$ cat config.mk
export PLATFORM = sky130hd
export DESIGN_NAME = utf8_sanitizer
export DESIGN_NICKNAME = d
export VERILOG_FILES = /design/src/rtl/utf8s_pkg.sv /design/src/rtl/utf8s_front.sv /design/src/rtl/utf8s_queue.sv /design/src/rtl/utf8s_back.sv /design/src/rtl/utf8_sanitizer.sv
export SDC_FILE = /design/constraint.sdc
export NUM_CORES = 1
export LEC_CHECK = 0
export ABC_AREA = 1
export BUFFER_PORTS_ARGS = -buffer_cell sky130_fd_sc_hd__clkbuf_2
export CORE_ASPECT_RATIO = 2
export CORE_MARGIN = 2
export CORE_UTILIZATION = 41
export DETAILED_ROUTE_END_ITERATION = 8
export GPL_ROUTABILITY_DRIVEN = 0
export GPL_TIMING_DRIVEN = 0
export PLACE_DENSITY = 0.62
export REMOVE_ABC_BUFFERS = 1
export SLEW_MARGIN = 20
export SYNTH_ARGS = -nofsm -noshare
export SYNTH_HDL_FRONTEND = slang
export SYNTH_HIERARCHICAL = 1
export SYNTH_SLANG_ARGS = --single-unit
$ cat constraint.sdc
create_clock -name i_clk -period 9.9 [get_ports i_clk]
set_input_delay 0.495 -clock i_clk [delete_from_list [all_inputs] [get_ports i_clk]]
set_output_delay 0.495 -clock i_clk [all_outputs]
set_load 0.005 [all_outputs]
$ cat src/rtl/utf8s_pkg.sv
`timescale 1ns / 1ps
// ----------------------------------------------------------------------------
// utf8s_pkg
// Shared types, constants and the lead-byte classifier for the UTF-8 sanitizer.
// ----------------------------------------------------------------------------
package utf8s_pkg;

    localparam logic [7:0] REPL_BYTE   = 8'h3F;  // '?'
    localparam logic [7:0] MASK_2B     = 8'hE0;
    localparam logic [7:0] LEAD_2B     = 8'hC0;
    localparam logic [7:0] MASK_3B     = 8'hF0;
    localparam logic [7:0] LEAD_3B     = 8'hE0;
    localparam logic [7:0] MASK_4B     = 8'hF8;
    localparam logic [7:0] LEAD_4B     = 8'hF0;
    localparam logic [7:0] MASK_CONT   = 8'hC0;
    localparam logic [7:0] CONT_BITS   = 8'h80;
    localparam logic [7:0] MIN_LEAD_2B = 8'hC2;
    localparam logic [7:0] MAX_LEAD_4B = 8'hF4;

    // Input transfer payload
    typedef struct packed {
        logic [7:0] in_byte;
        logic       in_last;
    } t_in;

    // Output transfer payload
    typedef struct packed {
        logic [7:0] out_byte;
        logic       out_last;
    } t_out;

    // Group of up to four result bytes produced by one input byte
    typedef struct packed {
        logic [3:0][7:0] bytes;
        logic [2:0]      count;
        logic            last;
    } t_cmd;

    // Lead byte class: bad lead, or number of continuation bytes needed
    typedef struct packed {
        logic       bad;
        logic [1:0] extra;
    } t_lead;

    function automatic logic is_cont(input logic [7:0] b);
        return (b & MASK_CONT) == CONT_BITS;
    endfunction

    function automatic t_lead classify_lead(input logic [7:0] b);
        t_lead r;
        r.bad   = 1'b0;
        r.extra = 2'd0;
        if (!b[7]) begin
            r.extra = 2'd0;
        end else if ((b & MASK_2B) == LEAD_2B) begin
            r.bad   = (b < MIN_LEAD_2B);
            r.extra = 2'd1;
        end else if ((b & MASK_3B) == LEAD_3B) begin
            r.extra = 2'd2;
        end else if ((b & MASK_4B) == LEAD_4B) begin
            r.bad   = (b > MAX_LEAD_4B);
            r.extra = 2'd3;
        end else begin
            r.bad   = 1'b1;
        end
        return r;
    endfunction

endpackage

$ cat src/rtl/utf8s_front.sv
`timescale 1ns / 1ps
// ----------------------------------------------------------------------------
// utf8s_front
// Tracks the pending multi-byte sequence and turns each input byte into a
// group of result bytes for the queue.
// ----------------------------------------------------------------------------
module utf8s_front
    import utf8s_pkg::*;
(
    input  logic i_clk,
    input  logic i_rst_n,
    input  logic i_accept,
    input  t_in  i_data,
    output logic o_push,
    output t_cmd o_cmd
);

    logic [2:0][7:0] r_pend;
    logic [1:0]      r_pcount;
    logic [1:0]      r_need;
    logic [2:0][7:0] n_pend;
    logic [1:0]      n_pcount;
    logic [1:0]      n_need;

    t_cmd  cmd;
    t_lead lead;
    logic  take_lead;
    logic  cont;
    logic [7:0] b;

    always_comb begin
        b         = i_data.in_byte;
        cont      = is_cont(b);
        lead      = classify_lead(b);
        take_lead = 1'b1;
        n_pend    = r_pend;
        n_pcount  = r_pcount;
        n_need    = r_need;
        cmd.bytes = {4{REPL_BYTE}};
        cmd.count = 3'd0;
        cmd.last  = i_data.in_last;

        if (r_pcount != 2'd0) begin
            if (cont) begin
                take_lead = 1'b0;
                if (r_pcount == r_need) begin
                    // sequence complete: pass buffered bytes and this one
                    cmd.bytes[2:0]      = r_pend;
                    cmd.bytes[r_pcount] = b;
                    cmd.count = {1'b0, r_pcount} + 3'd1;
                    n_pcount  = 2'd0;
                    n_need    = 2'd0;
                end else begin
                    n_pend[r_pcount] = b;
                    n_pcount = r_pcount + 2'd1;
                    if (i_data.in_last) begin
                        cmd.count = {1'b0, r_pcount} + 3'd1;
                    end
                end
            end else begin
                // broken sequence: replace every buffered byte
                cmd.count = {1'b0, r_pcount};
                n_pcount  = 2'd0;
                n_need    = 2'd0;
            end
        end

        if (take_lead) begin
            if (lead.bad) begin
                cmd.count = cmd.count + 3'd1;
            end else if (lead.extra == 2'd0) begin
                cmd.bytes[cmd.count[1:0]] = b;
                cmd.count = cmd.count + 3'd1;
            end else if (i_data.in_last) begin
                cmd.count = cmd.count + 3'd1;
            end else begin
                n_pend[0] = b;
                n_pcount  = 2'd1;
                n_need    = lead.extra;
            end
        end

        if (i_data.in_last) begin
            n_pcount = 2'd0;
            n_need   = 2'd0;
        end
    end

    assign o_push = i_accept && (cmd.count != 3'd0);
    assign o_cmd  = cmd;

    always_ff @(posedge i_clk) begin
        if (!i_rst_n) begin
            r_pcount <= 2'd0;
            r_need   <= 2'd0;
        end else if (i_accept) begin
            r_pcount <= n_pcount;
            r_need   <= n_need;
        end
    end

    always_ff @(posedge i_clk) begin
        if (i_accept) begin
            r_pend <= n_pend;
        end
    end

endmodule

$ cat src/rtl/utf8s_queue.sv
`timescale 1ns / 1ps
// ----------------------------------------------------------------------------
// utf8s_queue
// Small FIFO of result groups between the front and back parts.
// ----------------------------------------------------------------------------
module utf8s_queue
    import utf8s_pkg::*;
#(
    parameter int DEPTH = 4
) (
    input  logic i_clk,
    input  logic i_rst_n,
    input  logic i_push,
    input  t_cmd i_cmd,
    input  logic i_pop,
    output logic o_full,
    output logic o_valid,
    output t_cmd o_cmd
);

    localparam int AW = (DEPTH > 1) ? $clog2(DEPTH) : 1;
    localparam int CW = $clog2(DEPTH + 1);

    t_cmd          r_mem [DEPTH];
    logic [AW-1:0] r_wptr;
    logic [AW-1:0] r_rptr;
    logic [CW-1:0] r_count;
    logic          do_push;
    logic          do_pop;

    assign o_full  = (r_count == CW'(DEPTH));
    assign o_valid = (r_count != '0);
    assign o_cmd   = r_mem[r_rptr];
    assign do_push = i_push && !o_full;
    assign do_pop  = i_pop && o_valid;

    function automatic logic [AW-1:0] wrap_inc(input logic [AW-1:0] p);
        return (p == AW'(DEPTH - 1)) ? '0 : p + 1'b1;
    endfunction

    always_ff @(posedge i_clk) begin
        if (!i_rst_n) begin
            r_wptr  <= '0;
            r_rptr  <= '0;
            r_count <= '0;
        end else begin
            if (do_push) begin
                r_wptr <= wrap_inc(r_wptr);
            end
            if (do_pop) begin
                r_rptr <= wrap_inc(r_rptr);
            end
            if (do_push && !do_pop) begin
                r_count <= r_count + 1'b1;
            end else if (do_pop && !do_push) begin
                r_count <= r_count - 1'b1;
            end
        end
    end

    always_ff @(posedge i_clk) begin
        if (do_push) begin
            r_mem[r_wptr] <= i_cmd;
        end
    end

endmodule

$ cat src/rtl/utf8s_back.sv
`timescale 1ns / 1ps
// ----------------------------------------------------------------------------
// utf8s_back
// Serializes queued result groups into one output byte per transfer.
// ----------------------------------------------------------------------------
module utf8s_back
    import utf8s_pkg::*;
(
    input  logic i_clk,
    input  logic i_rst_n,
    input  logic i_q_valid,
    input  t_cmd i_q_cmd,
    output logic o_q_pop,
    output logic o_valid,
    input  logic i_stall,
    output t_out o_data
);

    logic [1:0] r_idx;
    logic       r_valid;
    t_out       r_data;
    logic       load;
    logic       at_end;

    assign load    = !r_valid || !i_stall;
    assign at_end  = ({1'b0, r_idx} == (i_q_cmd.count - 3'd1));
    assign o_q_pop = load && i_q_valid && at_end;
    assign o_valid = r_valid;
    assign o_data  = r_data;

    always_ff @(posedge i_clk) begin
        if (!i_rst_n) begin
            r_idx   <= 2'd0;
            r_valid <= 1'b0;
        end else if (load) begin
            r_valid <= i_q_valid;
            if (i_q_valid) begin
                // advance within the group, restart on the next one
                r_idx <= at_end ? 2'd0 : r_idx + 2'd1;
            end
        end
    end

    always_ff @(posedge i_clk) begin
        if (load && i_q_valid) begin
            r_data.out_byte <= i_q_cmd.bytes[r_idx];
            r_data.out_last <= i_q_cmd.last && at_end;
        end
    end

endmodule

$ cat src/rtl/utf8_sanitizer.sv
`timescale 1ns / 1ps
// ----------------------------------------------------------------------------
// utf8_sanitizer
// Streaming UTF-8 repair filter: passes well-formed sequences, replaces bad
// lead bytes and broken or truncated sequences with '?'.
// ----------------------------------------------------------------------------
// Every input byte yields exactly one output byte overall, and the block
// sustains one byte per cycle in each direction unless a stall holds it. A
// byte is taken in any cycle the result queue has room; a well-formed
// multi-byte sequence is held back until its final continuation arrives and
// then released as a burst of up to four bytes through the queue and the
// registered output of the serializer. The queue holds QUEUE_DEPTH result
// groups; the output serializer drains one byte per cycle while not stalled
// and sets the pace when bursts pile up. A broken sequence releases one
// '?' per buffered byte and the offending byte is then judged as a new lead.
// in_last closes the string: any open sequence becomes '?' per buffered byte
// and out_last marks the last output byte of that string.
// ----------------------------------------------------------------------------
module utf8_sanitizer
    import utf8s_pkg::*;
#(
    parameter int QUEUE_DEPTH = 4
) (
    input  logic i_clk,
    input  logic i_rst_n,
    // input channel
    input  logic i_in_valid,
    output logic o_in_stall,
    input  t_in  i_in_data,
    // output channel
    output logic o_out_valid,
    input  logic i_out_stall,
    output t_out o_out_data
);

    logic q_full;
    logic q_valid;
    logic q_pop;
    logic push;
    logic accept;
    t_cmd front_cmd;
    t_cmd head_cmd;

    // Hold the input whenever the queue cannot take another group.
    assign o_in_stall = q_full;
    assign accept     = i_in_valid && !q_full;

    // Front: classify each byte and track the open sequence.
    utf8s_front u_front (
        .i_clk    (i_clk),
        .i_rst_n  (i_rst_n),
        .i_accept (accept),
        .i_data   (i_in_data),
        .o_push   (push),
        .o_cmd    (front_cmd)
    );

    // Queue: decouple bursts of results from the one-byte output.
    utf8s_queue #(
        .DEPTH (QUEUE_DEPTH)
    ) u_queue (
        .i_clk   (i_clk),
        .i_rst_n (i_rst_n),
        .i_push  (push),
        .i_cmd   (front_cmd),
        .i_pop   (q_pop),
        .o_full  (q_full),
        .o_valid (q_valid),
        .o_cmd   (head_cmd)
    );

    // Back: serialize each group, one byte per output transfer.
    utf8s_back u_back (
        .i_clk     (i_clk),
        .i_rst_n   (i_rst_n),
        .i_q_valid (q_valid),
        .i_q_cmd   (head_cmd),
        .o_q_pop   (q_pop),
        .o_valid   (o_out_valid),
        .i_stall   (i_out_stall),
        .o_data    (o_out_data)
    );

endmodule

==> impl_metrics.tcl <==
set metrics [dict create \
    status "completed" \
    pwr-share-comb_pct 26.6 \
    overflow 0 \
    hpwl_mm 12.6 \
    insertion_delay_ns 0.44 \
    crit_buf_inv 3 \
    synth_edf_count 177 \
    vias 5678 \
    synth-simple-area-share_pct 12.9 \
    async_flop_share_pct 0 \
    layout_commonest_cell "edfxtp_1" \
    area_delta_synth_final_pct 11.9 \
    cp_data_arrival_time_ns 3.69 \
    grt_setup_unrepaired "no" \
    critPathMaxStageDelay_ns 0.49 \
    fin_crit_ns 3.55 \
    cts_buffers 17 \
    htree_levels 4 \
    ys_seq_area_share_pct 65.4 \
    syn_avg_cell_area_sq_um 11.1 \
    grt_usage_pct 17.8 \
    ys_warn_count 6 \
    layout_common_cells "177 x edfxtp_1, 121 x nor2_1, 91 x nand2_1, 74 x inv_1, 67 x o21ai_1" \
    ys_types 38 \
    synth_seq_cells 193 \
    cts_tree "done" \
    hold_viol 0 \
    die_area_sq_um 22300 \
    clk_pin_slew_ns 0.06 \
    synthCells 778 \
    min_path_type "primary input to flop" \
    synthAdderAreaFrac_pct 2.12 \
    critPathCaptureType "flop" \
    internal_power_mw 1.58 \
    die_x_um 107 \
    finalCritPeriodShare_pct 35.9 \
    setup_tns_ns 0 \
    worstPathRequired_ns 10.04 \
    skew_ns 0.00696 \
    switchingPower_mw 0.754 \
    timing.fmax_mhz 282 \
    grt_pass1_wl_mm 29.4 \
    first_global_vias 5404 \
    postCtsSetupRepairBufs 0 \
    clk_path_buf_depth 2 \
    vdd_drop_max_uv 143 \
    worst_path_max_delay_cell "nor2_4" \
    setup_viol 0 \
    drt-initial-drc-count 383 \
    synth_mux_area_share_pct 0 \
    hold_buffers 0 \
    path_delay_family "simple AND/OR/NAND/NOR gates" \
    synth_ff_type "edfxtp_1" \
    nets 825 \
    synth_top_family_by_area "simple AND/OR/NAND/NOR gates" \
    drv_slew 0 \
    worstPathCellList "inv_2 -> ha_1 -> a21oi_1 -> a21boi_0 -> ha_1 -> nand3_1 -> nand2_1 -> nand2_1 -> nor2_1 -> nor2_1 -> nand2_2 -> nor2_4 -> buf_16 -> buf_16" \
    cts.sinks 193 \
    worst_setup_path_start_kind "flop" \
    ctsResizeCount 0 \
    slew_headroom_pct 25.1 \
    ant_nets 0 \
    crit_type "flop to flop" \
    first_pass_iters 5 \
    p_seq_share_pct 46.1 \
    drc_errors 0 \
    drive_gt1_share_pct 12.8 \
    hold_ws_ns 0.347 \
    grt_max_degree 73 \
    multi_input_area_sq_um 2440 \
    power-per-cell-area_nw_per_um2 242 \
    maxCapViolations 0 \
    via_per_inst 5.25 \
    portBuffers 23 \
    antenna_found_initial 1 \
    wire_per_inst_um 17.9 \
    ff_latch_area_sq_um 5640 \
    root_buffer "clkbuf_16" \
    core_sq_um 20800 \
    synthXorXnorAreaFrac_pct 0.305 \
    crit_fanout 14 \
    synth-compound-area-share_pct 12.7 \
    pin_count 24 \
    start_util_pct 41.4 \
    power.clock.fraction_pct 27.3 \
    switching_share_pct 32.3 \
    synthesis.area_sq_um 8620 \
    num-fill-cells 1943 \
    rows 75 \
    worst_pin_slew_ns 1.12 \
    p_leak_nw 3.29 \
    die_h_um 209 \
    drt-total-wl_mm 19.3 \
]
==> final timing paths <==
path	start	end	slack, ns	depth (start not counted)
worst max-delay path	u_front/r_pcount[0]	u_queue/r_mem[1][30]	6.35	14
worst min-delay path	i_in_data[0]	u_queue/r_mem[1][0]	0.35	1
worst max register to register	u_front/r_pcount[0]	u_queue/r_mem[1][30]	6.35	14
worst min register to register	u_front/r_need[1]	u_front/r_need[1]	0.49	2
==> logic make-up after synthesis <==
group | count (synthesis)
buf+inv | 114
compound gates | 199
flops | 193
fa+ha+maj | 14
simple gates | 255
xor+xnor | 3
==> worst register-to-register path, cell delays in order (launching register included) <==
cell	delay [ns]
dfxtp_1	0.45
inv_2	0.12
ha_1	0.31
a21oi_1	0.19
a21boi_0	0.30
ha_1	0.29
nand3_1	0.08
nand2_1	0.11
nand2_1	0.08
nor2_1	0.04
nor2_1	0.19
nand2_2	0.22
nor2_4	0.49
buf_16	0.23
buf_16	0.17
==> flip-flops by register name (all words and copies together), names as in the netlist, named ones only <==
register / flops
u_queue/r_wptr: 2
u_queue/r_mem: 144
u_front/r_pcount: 2
u_front/r_need: 2
u_queue/r_count: 3
u_back/o_valid: 1
u_back/r_idx: 2
u_back/o_data: 9
u_queue/r_rptr: 2
u_front/r_pend: 24
==> synthesized netlist by cell type, types with 3 or more instances <==
| library cell | n | area (sq um) |
|---|---|---|
| a21oi_1 | 14 | 70.1 |
| buf_2 | 12 | 60.1 |
| buf_4 | 6 | 45.0 |
| buf_6 | 12 | 135 |
| dfxtp_1 | 16 | 320 |
| edfxtp_1 | 177 | 5320 |
| ha_1 | 13 | 163 |
| inv_1 | 74 | 278 |
| inv_2 | 4 | 15.0 |
| nand2_1 | 91 | 342 |
| nand2_2 | 12 | 75.1 |
| nand3_1 | 10 | 50.1 |
| nand3_2 | 3 | 30.0 |
| nor2_1 | 125 | 469 |
| nor2_4 | 4 | 45.0 |
| o21ai_0 | 56 | 280 |
| o21ai_1 | 67 | 335 |
| o22ai_1 | 56 | 350 |
==> power groups by stage <==
stage / Clock, mW / Combinational (mW) / Sequential [mW]
3_3_place_gp: 0 / 0.527 / 1.14
5_1_grt: 0.676 / 0.694 / 1.08
6_report: 0.637 / 0.622 / 1.08
3_5_place_dp: 0 / 0.628 / 1.09
2_1_floorplan: 0 / 0.362 / 1.10
4_1_cts: 0.651 / 0.629 / 1.08
==> per-layer routing <==
layer | vias to the layer above | routed length, um | GRT usage (%)
li1 | 2767 | - | -
met1 | 2755 | 7390 | 19.7
met2 | 121 | 10500 | 32.0
met3 | 35 | 675 | 3.03
met4 | 0 | 715 | 9.81
met5 | - | 0 | 0
==> layout make-up <==
| cell class | count | area share [%] |
|---|---|---|
| Clock buffer | 22 | 4.81 |
| Clock inverter | 10 | 0.908 |
| Inverter | 82 | 3.40 |
| Tap cell | 269 | 3.49 |
| Multi-Input combinational cell | 471 | 25.3 |
| Sequential cell | 193 | 58.5 |
| Antenna cell | 1 | 0.0259 |
| Timing Repair Buffer | 33 | 3.55 |
==> stage by stage <==
stage | util, % | worst slack, ns | total power, mW | std cells | instance area, sq um
6_report | 46.3 | 6.35 | 2.33 | 1081 | 9650
3_5_place_dp | 43.6 | 6.34 | 1.72 | 1048 | 9090
4_1_cts | 46.3 | 6.33 | 2.36 | 1080 | 9640
5_1_grt | 46.3 | 5.97 | 2.45 | 1081 | 9650
2_1_floorplan | - | 5.94 | 1.46 | 746 | 8370
3_3_place_gp | 42.4 | 4.19 | 1.67 | 1038 | 8820
No activity file was read; power rests on OpenSTA's default activity.
